--- config.mk ---
export PLATFORM = sky130hd
export DESIGN_NAME = i2c_master_write_engine
export DESIGN_NICKNAME = d
export VERILOG_FILES = /design/src/rtl/core/i2cmw_pkg.sv /design/src/rtl/core/i2cmw_buf.sv /design/src/rtl/core/i2cmw_seq.sv /design/src/rtl/core/i2c_master_write_engine.sv
export SDC_FILE = /design/constraint.sdc
export NUM_CORES = 1
export LEC_CHECK = 0
export ABC_AREA = 1
export BUFFER_PORTS_ARGS = -buffer_cell sky130_fd_sc_hd__buf_2
export CORE_MARGIN = 3
export CORE_UTILIZATION = 60
export CTS_BUF_LIST = sky130_fd_sc_hd__clkbuf_16
export CTS_CLUSTER_SIZE = 14
export DETAILED_ROUTE_END_ITERATION = 10
export PLACE_DENSITY_LB_ADDON = 0.12
export SLEW_MARGIN = 20
export SYNTH_ARGS = -nofsm -noshare
export SYNTH_HDL_FRONTEND = slang
export SYNTH_HIERARCHICAL = 1
export SYNTH_SLANG_ARGS = --single-unit
--- constraint.sdc ---
create_clock -name clk -period 3.75 [get_ports clk]
set_input_delay 0.375 -clock clk [delete_from_list [all_inputs] [get_ports clk]]
set_output_delay 0.375 -clock clk [all_outputs]
set_load 0.005 [all_outputs]
--- src/rtl/core/i2cmw_pkg.sv ---
// shared types and constants of the i2c master write engine
package i2cmw_pkg;

	// command codes
	localparam logic [1:0] CMD_TICK  = 2'd0;
	localparam logic [1:0] CMD_BEGIN = 2'd1;
	localparam logic [1:0] CMD_WRITE = 2'd2;

	// line sequencer phase codes
	localparam int unsigned PHASE_W = 4;
	localparam logic [PHASE_W-1:0] PH_IDLE = 4'd0;
	localparam logic [PHASE_W-1:0] PH_ST1  = 4'd1;
	localparam logic [PHASE_W-1:0] PH_ST2  = 4'd2;
	localparam logic [PHASE_W-1:0] PH_BLO  = 4'd3;
	localparam logic [PHASE_W-1:0] PH_BHI  = 4'd4;
	localparam logic [PHASE_W-1:0] PH_ALO  = 4'd5;
	localparam logic [PHASE_W-1:0] PH_AHI  = 4'd6;
	localparam logic [PHASE_W-1:0] PH_SP1  = 4'd7;
	localparam logic [PHASE_W-1:0] PH_SP2  = 4'd8;
	localparam logic [PHASE_W-1:0] PH_SP3  = 4'd9;

	localparam logic [7:0] PHASE_TICKS_RST = 8'd5;
	localparam logic [3:0] BITS_PER_BYTE   = 4'd8;

	// buffer write request from the sequencer to the byte buffer
	typedef struct packed {
		logic       en;
		logic [2:0] idx;
		logic [7:0] data;
	} buf_wr_t;

endpackage

--- src/rtl/core/i2cmw_buf.sv ---
// data byte buffer with registered read port and write forwarding
module i2cmw_buf #(
	parameter int unsigned BUFFER_DEPTH = 8,
	parameter int unsigned PTR_W = (BUFFER_DEPTH > 1) ? $clog2(BUFFER_DEPTH) : 1
) (
	input  logic                 clk,
	input  i2cmw_pkg::buf_wr_t   wr,
	input  logic [PTR_W-1:0]     raddr,
	output logic [7:0]           rdata
);

	logic [7:0]       mem [BUFFER_DEPTH];
	logic [7:0]       rdata_q;
	logic             wr_hit;
	logic [PTR_W-1:0] waddr;

	assign waddr  = PTR_W'(wr.idx);
	// slots at or beyond the depth are never written
	assign wr_hit = wr.en && ({29'd0, wr.idx} < 32'(BUFFER_DEPTH));

	always_ff @(posedge clk) begin
		if (wr_hit) begin
			mem[waddr] <= wr.data;
		end
		if (wr_hit && (waddr == raddr)) begin
			rdata_q <= wr.data;
		end else begin
			rdata_q <= mem[raddr];
		end
	end

	assign rdata = rdata_q;

endmodule

--- src/rtl/core/i2cmw_seq.sv ---
// input stage, line sequencer and result register
module i2cmw_seq #(
	parameter int unsigned BUFFER_DEPTH = 8,
	parameter int unsigned PTR_W = (BUFFER_DEPTH > 1) ? $clog2(BUFFER_DEPTH) : 1
) (
	input  logic               clk,
	input  logic               arst_n,
	input  logic               in_valid,
	output logic               in_ready,
	input  logic [1:0]         command,
	input  logic [7:0]         value,
	input  logic [2:0]         buffer_index,
	input  logic [3:0]         byte_count,
	input  logic               sda_in,
	output logic               out_valid,
	input  logic               out_ready,
	output logic               scl_out,
	output logic               sda_out,
	output logic               busy_res,
	output logic               nack,
	output logic               done_res,
	input  logic [7:0]         phase_ticks,
	output i2cmw_pkg::buf_wr_t buf_wr,
	output logic [PTR_W-1:0]   buf_raddr,
	input  logic [7:0]         buf_rdata
);

	// input stage
	logic       v_s1;
	logic [1:0] cmd_s1;
	logic [7:0] val_s1;
	logic [2:0] bidx_s1;
	logic [3:0] cnt_s1;
	logic       sda_s1;

	// sequencer state
	logic [i2cmw_pkg::PHASE_W-1:0] ph_q, ph_d;
	logic [7:0]       sh_q, sh_d;
	logic [3:0]       bc_q, bc_d;
	logic [3:0]       bl_q, bl_d;
	logic [PTR_W-1:0] rp_q, rp_d;
	logic [7:0]       tc_q, tc_d;
	logic             nk_q, nk_d;

	// result register
	logic out_v_q;
	logic scl_q, sda_q, busy_q, nack_q, done_q;

	logic             proc;
	logic             scl_c, sda_c, done_c, nack_new;
	logic [7:0]       limit;
	logic [8:0]       tc_inc;
	logic [3:0]       bc_inc;
	logic [3:0]       bl_sat;
	logic [PTR_W-1:0] rp_inc;

	assign proc     = v_s1 && (!out_v_q || out_ready);
	assign in_ready = !v_s1 || proc;

	always_ff @(posedge clk or negedge arst_n) begin
		if (!arst_n) begin
			v_s1 <= 1'b0;
		end else if (in_valid && in_ready) begin
			v_s1 <= 1'b1;
		end else if (proc) begin
			v_s1 <= 1'b0;
		end
	end

	always_ff @(posedge clk) begin
		if (in_valid && in_ready) begin
			cmd_s1  <= command;
			val_s1  <= value;
			bidx_s1 <= buffer_index;
			cnt_s1  <= byte_count;
			sda_s1  <= sda_in;
		end
	end

	assign limit  = (phase_ticks == 8'd0) ? 8'd1 : phase_ticks;
	assign tc_inc = {1'b0, tc_q} + 9'd1;
	assign bc_inc = bc_q + 4'd1;
	assign bl_sat = ({28'd0, cnt_s1} > 32'(BUFFER_DEPTH)) ? 4'(BUFFER_DEPTH) : cnt_s1;
	assign rp_inc = (rp_q == PTR_W'(BUFFER_DEPTH - 1)) ? '0 : rp_q + 1'b1;
	assign nack_new = nk_q | sda_s1;

	// lines of the phase in force before this item
	always_comb begin
		case (ph_q)
			i2cmw_pkg::PH_ST2: begin scl_c = 1'b1; sda_c = 1'b0;     end
			i2cmw_pkg::PH_BLO: begin scl_c = 1'b0; sda_c = sh_q[7]; end
			i2cmw_pkg::PH_BHI: begin scl_c = 1'b1; sda_c = sh_q[7]; end
			i2cmw_pkg::PH_ALO: begin scl_c = 1'b0; sda_c = 1'b1;     end
			i2cmw_pkg::PH_SP1: begin scl_c = 1'b0; sda_c = 1'b0;     end
			i2cmw_pkg::PH_SP2: begin scl_c = 1'b1; sda_c = 1'b0;     end
			default:           begin scl_c = 1'b1; sda_c = 1'b1;     end
		endcase
	end

	always_comb begin
		ph_d   = ph_q;
		sh_d   = sh_q;
		bc_d   = bc_q;
		bl_d   = bl_q;
		rp_d   = rp_q;
		tc_d   = tc_q;
		nk_d   = nk_q;
		done_c = 1'b0;
		case (cmd_s1)
			i2cmw_pkg::CMD_BEGIN: begin
				if (ph_q == i2cmw_pkg::PH_IDLE) begin
					nk_d = 1'b0;
					sh_d = val_s1;
					bc_d = 4'd0;
					bl_d = bl_sat;
					rp_d = '0;
					tc_d = 8'd0;
					ph_d = i2cmw_pkg::PH_ST1;
				end
			end
			i2cmw_pkg::CMD_TICK: begin
				if (ph_q != i2cmw_pkg::PH_IDLE) begin
					tc_d = tc_inc[7:0];
					if (tc_inc >= {1'b0, limit}) begin
						tc_d = 8'd0;
						case (ph_q)
							i2cmw_pkg::PH_ST1: ph_d = i2cmw_pkg::PH_ST2;
							i2cmw_pkg::PH_ST2: ph_d = i2cmw_pkg::PH_BLO;
							i2cmw_pkg::PH_BLO: ph_d = i2cmw_pkg::PH_BHI;
							i2cmw_pkg::PH_BHI: begin
								sh_d = {sh_q[6:0], 1'b0};
								bc_d = bc_inc;
								ph_d = (bc_inc >= i2cmw_pkg::BITS_PER_BYTE) ?
									i2cmw_pkg::PH_ALO : i2cmw_pkg::PH_BLO;
							end
							i2cmw_pkg::PH_ALO: ph_d = i2cmw_pkg::PH_AHI;
							i2cmw_pkg::PH_AHI: begin
								nk_d = nack_new;
								if (nack_new || (bl_q == 4'd0)) begin
									ph_d = i2cmw_pkg::PH_SP1;
								end else begin
									sh_d = buf_rdata;
									rp_d = rp_inc;
									bl_d = bl_q - 4'd1;
									bc_d = 4'd0;
									ph_d = i2cmw_pkg::PH_BLO;
								end
							end
							i2cmw_pkg::PH_SP1: ph_d = i2cmw_pkg::PH_SP2;
							i2cmw_pkg::PH_SP2: ph_d = i2cmw_pkg::PH_SP3;
							i2cmw_pkg::PH_SP3: begin
								ph_d   = i2cmw_pkg::PH_IDLE;
								done_c = 1'b1;
							end
							default: ph_d = i2cmw_pkg::PH_IDLE;
						endcase
					end
				end
			end
			default: ;
		endcase
	end

	always_ff @(posedge clk or negedge arst_n) begin
		if (!arst_n) begin
			ph_q <= i2cmw_pkg::PH_IDLE;
			sh_q <= 8'd0;
			bc_q <= 4'd0;
			bl_q <= 4'd0;
			rp_q <= '0;
			tc_q <= 8'd0;
			nk_q <= 1'b0;
		end else if (proc) begin
			ph_q <= ph_d;
			sh_q <= sh_d;
			bc_q <= bc_d;
			bl_q <= bl_d;
			rp_q <= rp_d;
			tc_q <= tc_d;
			nk_q <= nk_d;
		end
	end

	always_ff @(posedge clk or negedge arst_n) begin
		if (!arst_n) begin
			out_v_q <= 1'b0;
		end else if (proc) begin
			out_v_q <= 1'b1;
		end else if (out_ready) begin
			out_v_q <= 1'b0;
		end
	end

	always_ff @(posedge clk) begin
		if (proc) begin
			scl_q  <= scl_c;
			sda_q  <= sda_c;
			busy_q <= (ph_d != i2cmw_pkg::PH_IDLE);
			nack_q <= nk_d;
			done_q <= done_c;
		end
	end

	assign buf_wr.en   = proc && (cmd_s1 == i2cmw_pkg::CMD_WRITE);
	assign buf_wr.idx  = bidx_s1;
	assign buf_wr.data = val_s1;
	assign buf_raddr   = rp_q;

	assign out_valid = out_v_q;
	assign scl_out   = scl_q;
	assign sda_out   = sda_q;
	assign busy_res  = busy_q;
	assign nack      = nack_q;
	assign done_res  = done_q;

endmodule

--- src/rtl/core/i2c_master_write_engine.sv ---
// top level of the bit-level i2c master write engine
//
// usage
// - config channel (cfg_valid/cfg_ready/cfg_data) sets phase_ticks, the number of
//   tick commands each scl/sda phase is held; cfg_ready is always high, write it
//   only while no transaction runs and all results have been taken
// - input channel carries one command per transfer: tick, begin (address byte
//   in value, data byte count in byte_count), or buffer write (value at
//   buffer_index); load the buffer before begin
// - output channel returns one result per input transfer: the line levels of
//   the phase in force when the item arrived, busy, the sticky nack flag and
//   done on the tick that finishes the stop condition
// - the input register loads at the transfer and the result register loads when
//   the sequencer processes the item; one item per cycle is sustained while
//   out_ready stays high, limited by the single sequencer update per cycle
// - a stalled output holds its result and the input stage keeps one item,
//   so in_ready drops only when both are full and out_ready is low
// - reset leaves the sequencer idle with lines released, nack clear and
//   phase_ticks at 5; the buffer contents are not reset
// - a missing acknowledge sets nack and the sequencer goes straight to stop
module i2c_master_write_engine #(
	parameter int unsigned BUFFER_DEPTH = 8
) (
	input  logic       clk,
	input  logic       arst_n,
	// input channel
	input  logic       in_valid,
	output logic       in_ready,
	input  logic [1:0] command,
	input  logic [7:0] value,
	input  logic [2:0] buffer_index,
	input  logic [3:0] byte_count,
	input  logic       sda_in,
	// result channel
	output logic       out_valid,
	input  logic       out_ready,
	output logic       scl_out,
	output logic       sda_out,
	output logic       busy_res,
	output logic       nack,
	output logic       done_res,
	// configuration write channel
	input  logic       cfg_valid,
	output logic       cfg_ready,
	input  logic [7:0] cfg_data
);

	localparam int unsigned PTR_W = (BUFFER_DEPTH > 1) ? $clog2(BUFFER_DEPTH) : 1;

	logic [7:0]         phase_ticks_q;
	i2cmw_pkg::buf_wr_t buf_wr;
	logic [PTR_W-1:0]   buf_raddr;
	logic [7:0]         buf_rdata;

	// configuration register, always ready for a transfer
	assign cfg_ready = 1'b1;

	always_ff @(posedge clk or negedge arst_n) begin
		if (!arst_n) begin
			phase_ticks_q <= i2cmw_pkg::PHASE_TICKS_RST;
		end else if (cfg_valid && cfg_ready) begin
			phase_ticks_q <= cfg_data;
		end
	end

	// sequencer with its input and result registers
	i2cmw_seq #(
		.BUFFER_DEPTH (BUFFER_DEPTH),
		.PTR_W        (PTR_W)
	) u_seq (
		.clk          (clk),
		.arst_n       (arst_n),
		.in_valid     (in_valid),
		.in_ready     (in_ready),
		.command      (command),
		.value        (value),
		.buffer_index (buffer_index),
		.byte_count   (byte_count),
		.sda_in       (sda_in),
		.out_valid    (out_valid),
		.out_ready    (out_ready),
		.scl_out      (scl_out),
		.sda_out      (sda_out),
		.busy_res     (busy_res),
		.nack         (nack),
		.done_res     (done_res),
		.phase_ticks  (phase_ticks_q),
		.buf_wr       (buf_wr),
		.buf_raddr    (buf_raddr),
		.buf_rdata    (buf_rdata)
	);

	// data byte buffer, read address follows the sequencer read pointer
	i2cmw_buf #(
		.BUFFER_DEPTH (BUFFER_DEPTH),
		.PTR_W        (PTR_W)
	) u_buf (
		.clk   (clk),
		.wr    (buf_wr),
		.raddr (buf_raddr),
		.rdata (buf_rdata)
	);

endmodule

Word level (Yosys, flattened, before mapping)
Memories as Yosys holds them, arrays and structs flattened. A register that Yosys moved wholly into a read port is not among the register bits. Index checks and enable logic that the tools add are counted. W data, S select, Z words.

Register bits after elaboration: 65. RAM bits: 64. Input bits: 31. Output and inout port bits: 8. Logic and storage cells: 124. Memories: 1.

Memories: u_buf.mem (depth 8, bits a word 8, read ports 1, clocked after Yosys merged registers in 1, write ports 1, line i2cmw_buf.sv:12) `logic [7:0] mem [BUFFER_DEPTH];`.

$add $sub $neg: 4. $lt $le $gt $ge: 3. Equal/unequal tests: 19. Muxes and demuxes: 52. Bitwise logic cells: 1. Reduce and logical (&&, ||, !) cells: 24.

Operator list (count): $mux W8 (8); $mux W4 (13); $pmux W8 S2 (3); $pmux W4 S2 (4); $pmux W4 S8 (1); $mux W3 (8); $eq A4 B3 Y1 const B (4); $reduce_and A7 Y1 (2); $mux W1 (12); $add A8 B1 Y9 const B (1); $ge A9 B8 Y1 (1); $eq A4 B2 Y1 const B (2); $eq A4 B4 Y1 const B (2); $logic_not A4 Y1 (2); $logic_not A8 Y1 (1); $ne A2 B1 Y1 const B (4); $reduce_bool A4 Y1 (2); $pmux W3 S2 (1); $reduce_bool A2 Y1 (3); $reduce_or A3 Y1 (2); $add A4 B1 Y4 const B (1); $eq A4 B1 Y1 const B (1); $ge A4 B4 Y1 const B (1); $gt A4 B4 Y1 const B (1); other kinds (17) (23).

Longest topological paths before layout
Word-level depth: 8. Depth in mapped cells: 18. Mapped depth without buffers: 18.

By module
Netlist, hierarchy kept.

By module, submodules not included: i2cmw_seq (instances 1, cells each 351, area each 3103.0 µm², sequential area each 1541.5 µm²); i2cmw_buf (instances 1, cells each 298, area each 2950.3 µm², sequential area each 1981.9 µm²); i2c_master_write_engine (instances 1, cells each 36, area each 319.1 µm², sequential area each 202.7 µm²).

Worst setup path before layout
OpenSTA, ideal clock, no wires.

Kind: reg2reg. Start point: reg u_seq.tc_q[2]. End point: reg u_seq.busy_q, in the netlist u_seq/busy_res (data pin). Setup time: 254 ps. Arrival: 2332 ps. Data required time: 3496 ps. Setup slack: 1163 ps. Cell stages (with the launch flop): 17. Buffers on the path: 0. Period minus slack after synthesis: 2587 ps. Cell sequence: dfrtp_1 > inv_1 > nor3_1 > nand3_1 > nor2_1 > nand2_1 > xor2_1 > ha_1 > nand2_1 > nor2_1 > nand4_1 > nand3_4 > nand2_1 > nand3_1 > nand2_1 > nor2_1 > nand2_1.

Longest elaborated chain between the ends: 6.

Ends and longest elaborated chain: start, declared (line i2cmw_seq.sv:42) `logic [7:0] tc_q, tc_d;`; start signal, assigned (line i2cmw_seq.sv:179) `tc_q <= tc_d;`; $add A8 B1 Y9 (line i2cmw_seq.sv:81) `assign tc_inc = {1'b0, tc_q} + 9'd1;`; $ge A9 B8 Y1 (line i2cmw_seq.sv:124) `if (tc_inc >= {1'b0, limit}) begin`; $mux W4 (line i2cmw_seq.sv:124); $mux W4 (line i2cmw_seq.sv:122) `if (ph_q != i2cmw_pkg::PH_IDLE) begin`; $pmux W4 S2 (line i2cmw_seq.sv:109) `case (cmd_s1)`; $reduce_bool A4 Y1 (line i2cmw_seq.sv:198) `busy_q <= (ph_d != i2cmw_pkg::PH_IDLE);`; end signal, assigned (line i2cmw_seq.sv:198); end, declared (line i2cmw_seq.sv:47) `logic scl_q, sda_q, busy_q, nack_q, done_q;`.

Every way passes these cells. A chain may end at the register's enable or synchronous reset.

Final worst setup path
Start point: reg u_seq.tc_q[2]. End point: reg u_seq.bl_q[3].

Longest elaborated chain between the ends: 4.

Ends and longest elaborated chain: $add A8 B1 Y9 (line i2cmw_seq.sv:81); $ge A9 B8 Y1 (line i2cmw_seq.sv:124); $ne A2 B1 Y1 (no line); $reduce_and A7 Y1 (no line); end signal, assigned (line i2cmw_seq.sv:177) `bl_q <= bl_d;`; end, declared (line i2cmw_seq.sv:40) `logic [3:0] bl_q, bl_d;`.

Every way passes these cells.

==> results.sh <==
export IMPL_cts_buffer_depth=2
export IMPL_ys_warn_count=6
export IMPL_antenna_found_initial=0
export IMPL_h_tree_depth=4
export IMPL_endpoint="u_seq/bl_q[3]$_DFFE_PN0P_"
export IMPL_slew_headroom_pct=30.6
export IMPL_hold_viol=0
export IMPL_synth_area_leaders="edfxtp_1, dfrtp_1, nand2_1, inv_1, nand3_1"
export IMPL_synth_seq_cells=132
export IMPL_drive_above_1_share_pct=14.0
export IMPL_ys_types=43
export IMPL_drtPass1Iterations=5
export IMPL_grt_usage_pct=24.1
export IMPL_synth_commonest_cells="nand2_1, inv_1, edfxtp_1"
export IMPL_dr_total_vias=4655
export IMPL_fp_row_count=36
export IMPL_cpMaxStageDelayCell="o21ai_2"
export IMPL_die_w_um=109
export IMPL_io_buffer_count=37
export IMPL_cts_resized=0
export IMPL_fin_setup_tns_ns=0
export IMPL_cts_sinks=132
export IMPL_start_kind="flop"
export IMPL_period_needed_ns=3.25
export IMPL_critical_path_class="reg2reg"
export IMPL_insertedDiodeCount=0
export IMPL_area_delta_synth_final_pct=12.9
export IMPL_finalClockSkew_ns=0.00904
export IMPL_cp_data_required_time_ns=4.06
export IMPL_r2r_start="u_seq/tc_q[2]$_DFFE_PN0P_"
export IMPL_crit_buf_inv=2
export IMPL_netlist_area_leader_share_pct=41.0
export IMPL_cts_hold_buf=0
export IMPL_seq_area_frac_synth_pct=58.5
export IMPL_async_reset_ff_share_pct=31.8
export IMPL_synth_top_cell_by_area="edfxtp_1"
export IMPL_critical_path_depth=15
export IMPL_wl_per_cell_um=15.0
export IMPL_slowest_delay_ns=0.63
export IMPL_clock_root_buffer="clkbuf_16"
export IMPL_grt_first_pass_wirelength_mm=21.3
export IMPL_status="complete, no violations"
export IMPL_grt_pass1_vias=4414
export IMPL_min_path_type="in2async"
export IMPL_drc=0
export IMPL_die_h_um=109
export IMPL_fin_nets=769
export IMPL_grt_max_degree=43
export IMPL_worst_pin_slew_ns=1.04
export IMPL_synth_area_um2=6370
export IMPL_synth_edf_count=87
export IMPL_start_util_pct=63.4
export IMPL_drt_iter0_drc=290
export IMPL_regToRegSetupSlack_ns=0.50
export IMPL_gp_congestion=0.921
export IMPL_crit_fanout=14
export IMPL_syn_inst=685
export IMPL_cap_violations=0
export IMPL_maxSlewViolCount=0
export IMPL_wl_mm=13.1
export IMPL_cp_top_family="simple AND/OR/NAND/NOR gates"
export IMPL_dieArea_um2=11900
export IMPL_worstPathCellList="inv_1 > nor3_1 > nand3_1 > nor2_1 > nand2_1 > xor2_1 > ha_1 > nand2_1 > nor2_1 > nand4_1 > nand3_4 > o21ai_2 > nand2_1 > o21ai_0 > inv_1"
export IMPL_powerDensity_nw_per_um2=653
export IMPL_design_area_um2=7190
export IMPL_core_region_area_um2=10000
export IMPL_synth_top_flop_cell="edfxtp_1"
export IMPL_insertion_delay_ns=0.42
export IMPL_place_area_um2=6590
export IMPL_rsz0062_at_grt="no"
export IMPL_arrival_ns=3.56
export IMPL_nFillCells=732
export IMPL_hpwl_mm=8.66
export IMPL_timing_final_crit_share_pct=86.7
export IMPL_syn_area_per_cell_um2=9.30
export IMPL_vdd_ir_drop_worst_uv=435
export IMPL_r2r_end="u_seq/bl_q[3]$_DFFE_PN0P_"
export IMPL_leakage_uw=0.00340
export IMPL_cts_tree="done"
export IMPL_cts_buffers=17
export IMPL_overflow=0
export IMPL_vias_per_cell=5.34
export IMPL_rr_worst_depth=15
export IMPL_end_kind="flop"
export IMPL_ff_latch_area_um2=3730
export IMPL_finalSetupViolations=0
export IMPL_postCtsSetupBuffers=0
export IMPL_synth_most_common_cell="nand2_1"
export IMPL_multiInputGateArea_um2=2030
export IMPL_synth_fp_nets=729
export IMPL_crit_top_cell="nand2_1"
export IMPL_startpoint="u_seq/tc_q[2]$_DFFE_PN0P_"
export IMPL_ant_nets=0
export IMPL_ios=39
export IMPL_clock_fmax_mhz=308
export IMPL_cts_clk_slew_worst_paths_ns=0.06
## logic make-up (layout without fill, tap and decap cells)
family | count (synthesis) | in the layout | synth area share, %
compound gates | 66 | 66 | 6.56
xor+xnor | 8 | 8 | 1.10
fa+ha+maj | 13 | 13 | 2.55
buf+inv | 140 | 193 | 9.62
flops | 132 | 132 | 58.5
other cells | 1 | 1 | 0.0588
simple gates | 325 | 325 | 21.6
## area by class of cell
class / instances / share of cell area, %
multi-input combinational: 413 / 28.3
clock inverter: 15 / 2.49
sequential: 132 / 51.8
timing repair buffer: 40 / 2.89
inverter: 121 / 6.35
tap: 133 / 2.31
clock buffer: 17 / 5.91
## power by group
part	leakage, µW	switching [µW]	internal, µW
combinational	0.00176	702	383
sequential	0.00135	193	1750
clock	0.000290	627	1050
## routing by layer
layer	vias to the layer above	wire length, µm	GRT usage [%]
met1	2181	5810	33.7
li1	2278	-	-
met2	176	6160	36.1
met4	0	220	9.11
met5	-	0	0
met3	20	911	6.75
## how the worst min path moves through the flow
stage               depth (start not counted)                            from                           end
floorplan                                   0                          arst_n  phase_ticks_q[1]$_DFFE_PN0P_
global placement                            0  u_seq/buf_raddr[2]$_DFFE_PN0P_                          flop
detailed placement                          0  u_seq/buf_raddr[2]$_DFFE_PN0P_                          flop
CTS                                         1                 buffer_index[1]    u_seq/bidx_s1[1]$_DFFE_PP_
global route                                1                 buffer_index[1]    u_seq/bidx_s1[1]$_DFFE_PP_
finish                                      1                          arst_n     u_seq/sh_q[6]$_DFFE_PN0P_
## worst reg2reg max path, stage by stage, from the launching register on
cell	delay, ns
dfrtp_1	0.38
inv_1	0.07
nor3_1	0.31
nand3_1	0.17
nor2_1	0.13
nand2_1	0.07
xor2_1	0.22
ha_1	0.33
nand2_1	0.09
nor2_1	0.05
nand4_1	0.23
nand3_4	0.18
o21ai_2	0.63
nand2_1	0.11
o21ai_0	0.11
inv_1	0.05
## through the flow
stage          total power, µW  cells  hold WS [ns]  setup slack, ns  utilization, %
2_1_floorplan             2780    685        0.0794             1.16               -
3_3_place_gp              2990    839         0.408            0.746            65.6
3_5_place_dp              3020    839         0.418            0.567            65.6
4_1_cts                   4700    871         0.110            0.503            71.6
5_1_grt                   4970    871         0.110            0.135            71.6
6_report                  4700    871        0.0993            0.500            71.6
## state kept, by name, summed over array words and instances, names as in the netlist, 2 cells and up, named ones only
name and cells:
u_buf/mem 64, phase_ticks_q 8, u_seq/sh_q 8, u_seq/tc_q 8, u_seq/val_s1 8, u_seq/bc_q 4, u_seq/bl_q 4, u_seq/cnt_s1 4
u_seq/ph_q 4, u_seq/bidx_s1 3, u_seq/buf_raddr 3, u_seq/cmd_s1 2
## placed cells by master, fill, tap and decap left out, types with 2 or more instances in the layout
master      count
xor2_1          7
nor2_1         36
a21o_1          2
dfrtp_1        40
o22ai_1         6
buf_2          37
buf_4           3
nor3_1          7
ha_1           13
nor2_2          2
nand4_1         6
inv_2           4
o21bai_1        6
edfxtp_1       87
clkinv_1        3
a31oi_1         5
nor2_4          3
inv_1         115
bufinv_16       3
clkbuf_16      17
o21ai_1         9
clkinvlp_4      2
nand2_2         7
a21oi_1         6
o21ai_2         7
clkinv_4        3
dfstp_2         2
nand2_1       211
inv_6           4
dfxtp_1         3
nand3_1        46
or2_2           4
o21ai_0        18
No activity file was read; power rests on OpenSTA's default activity.
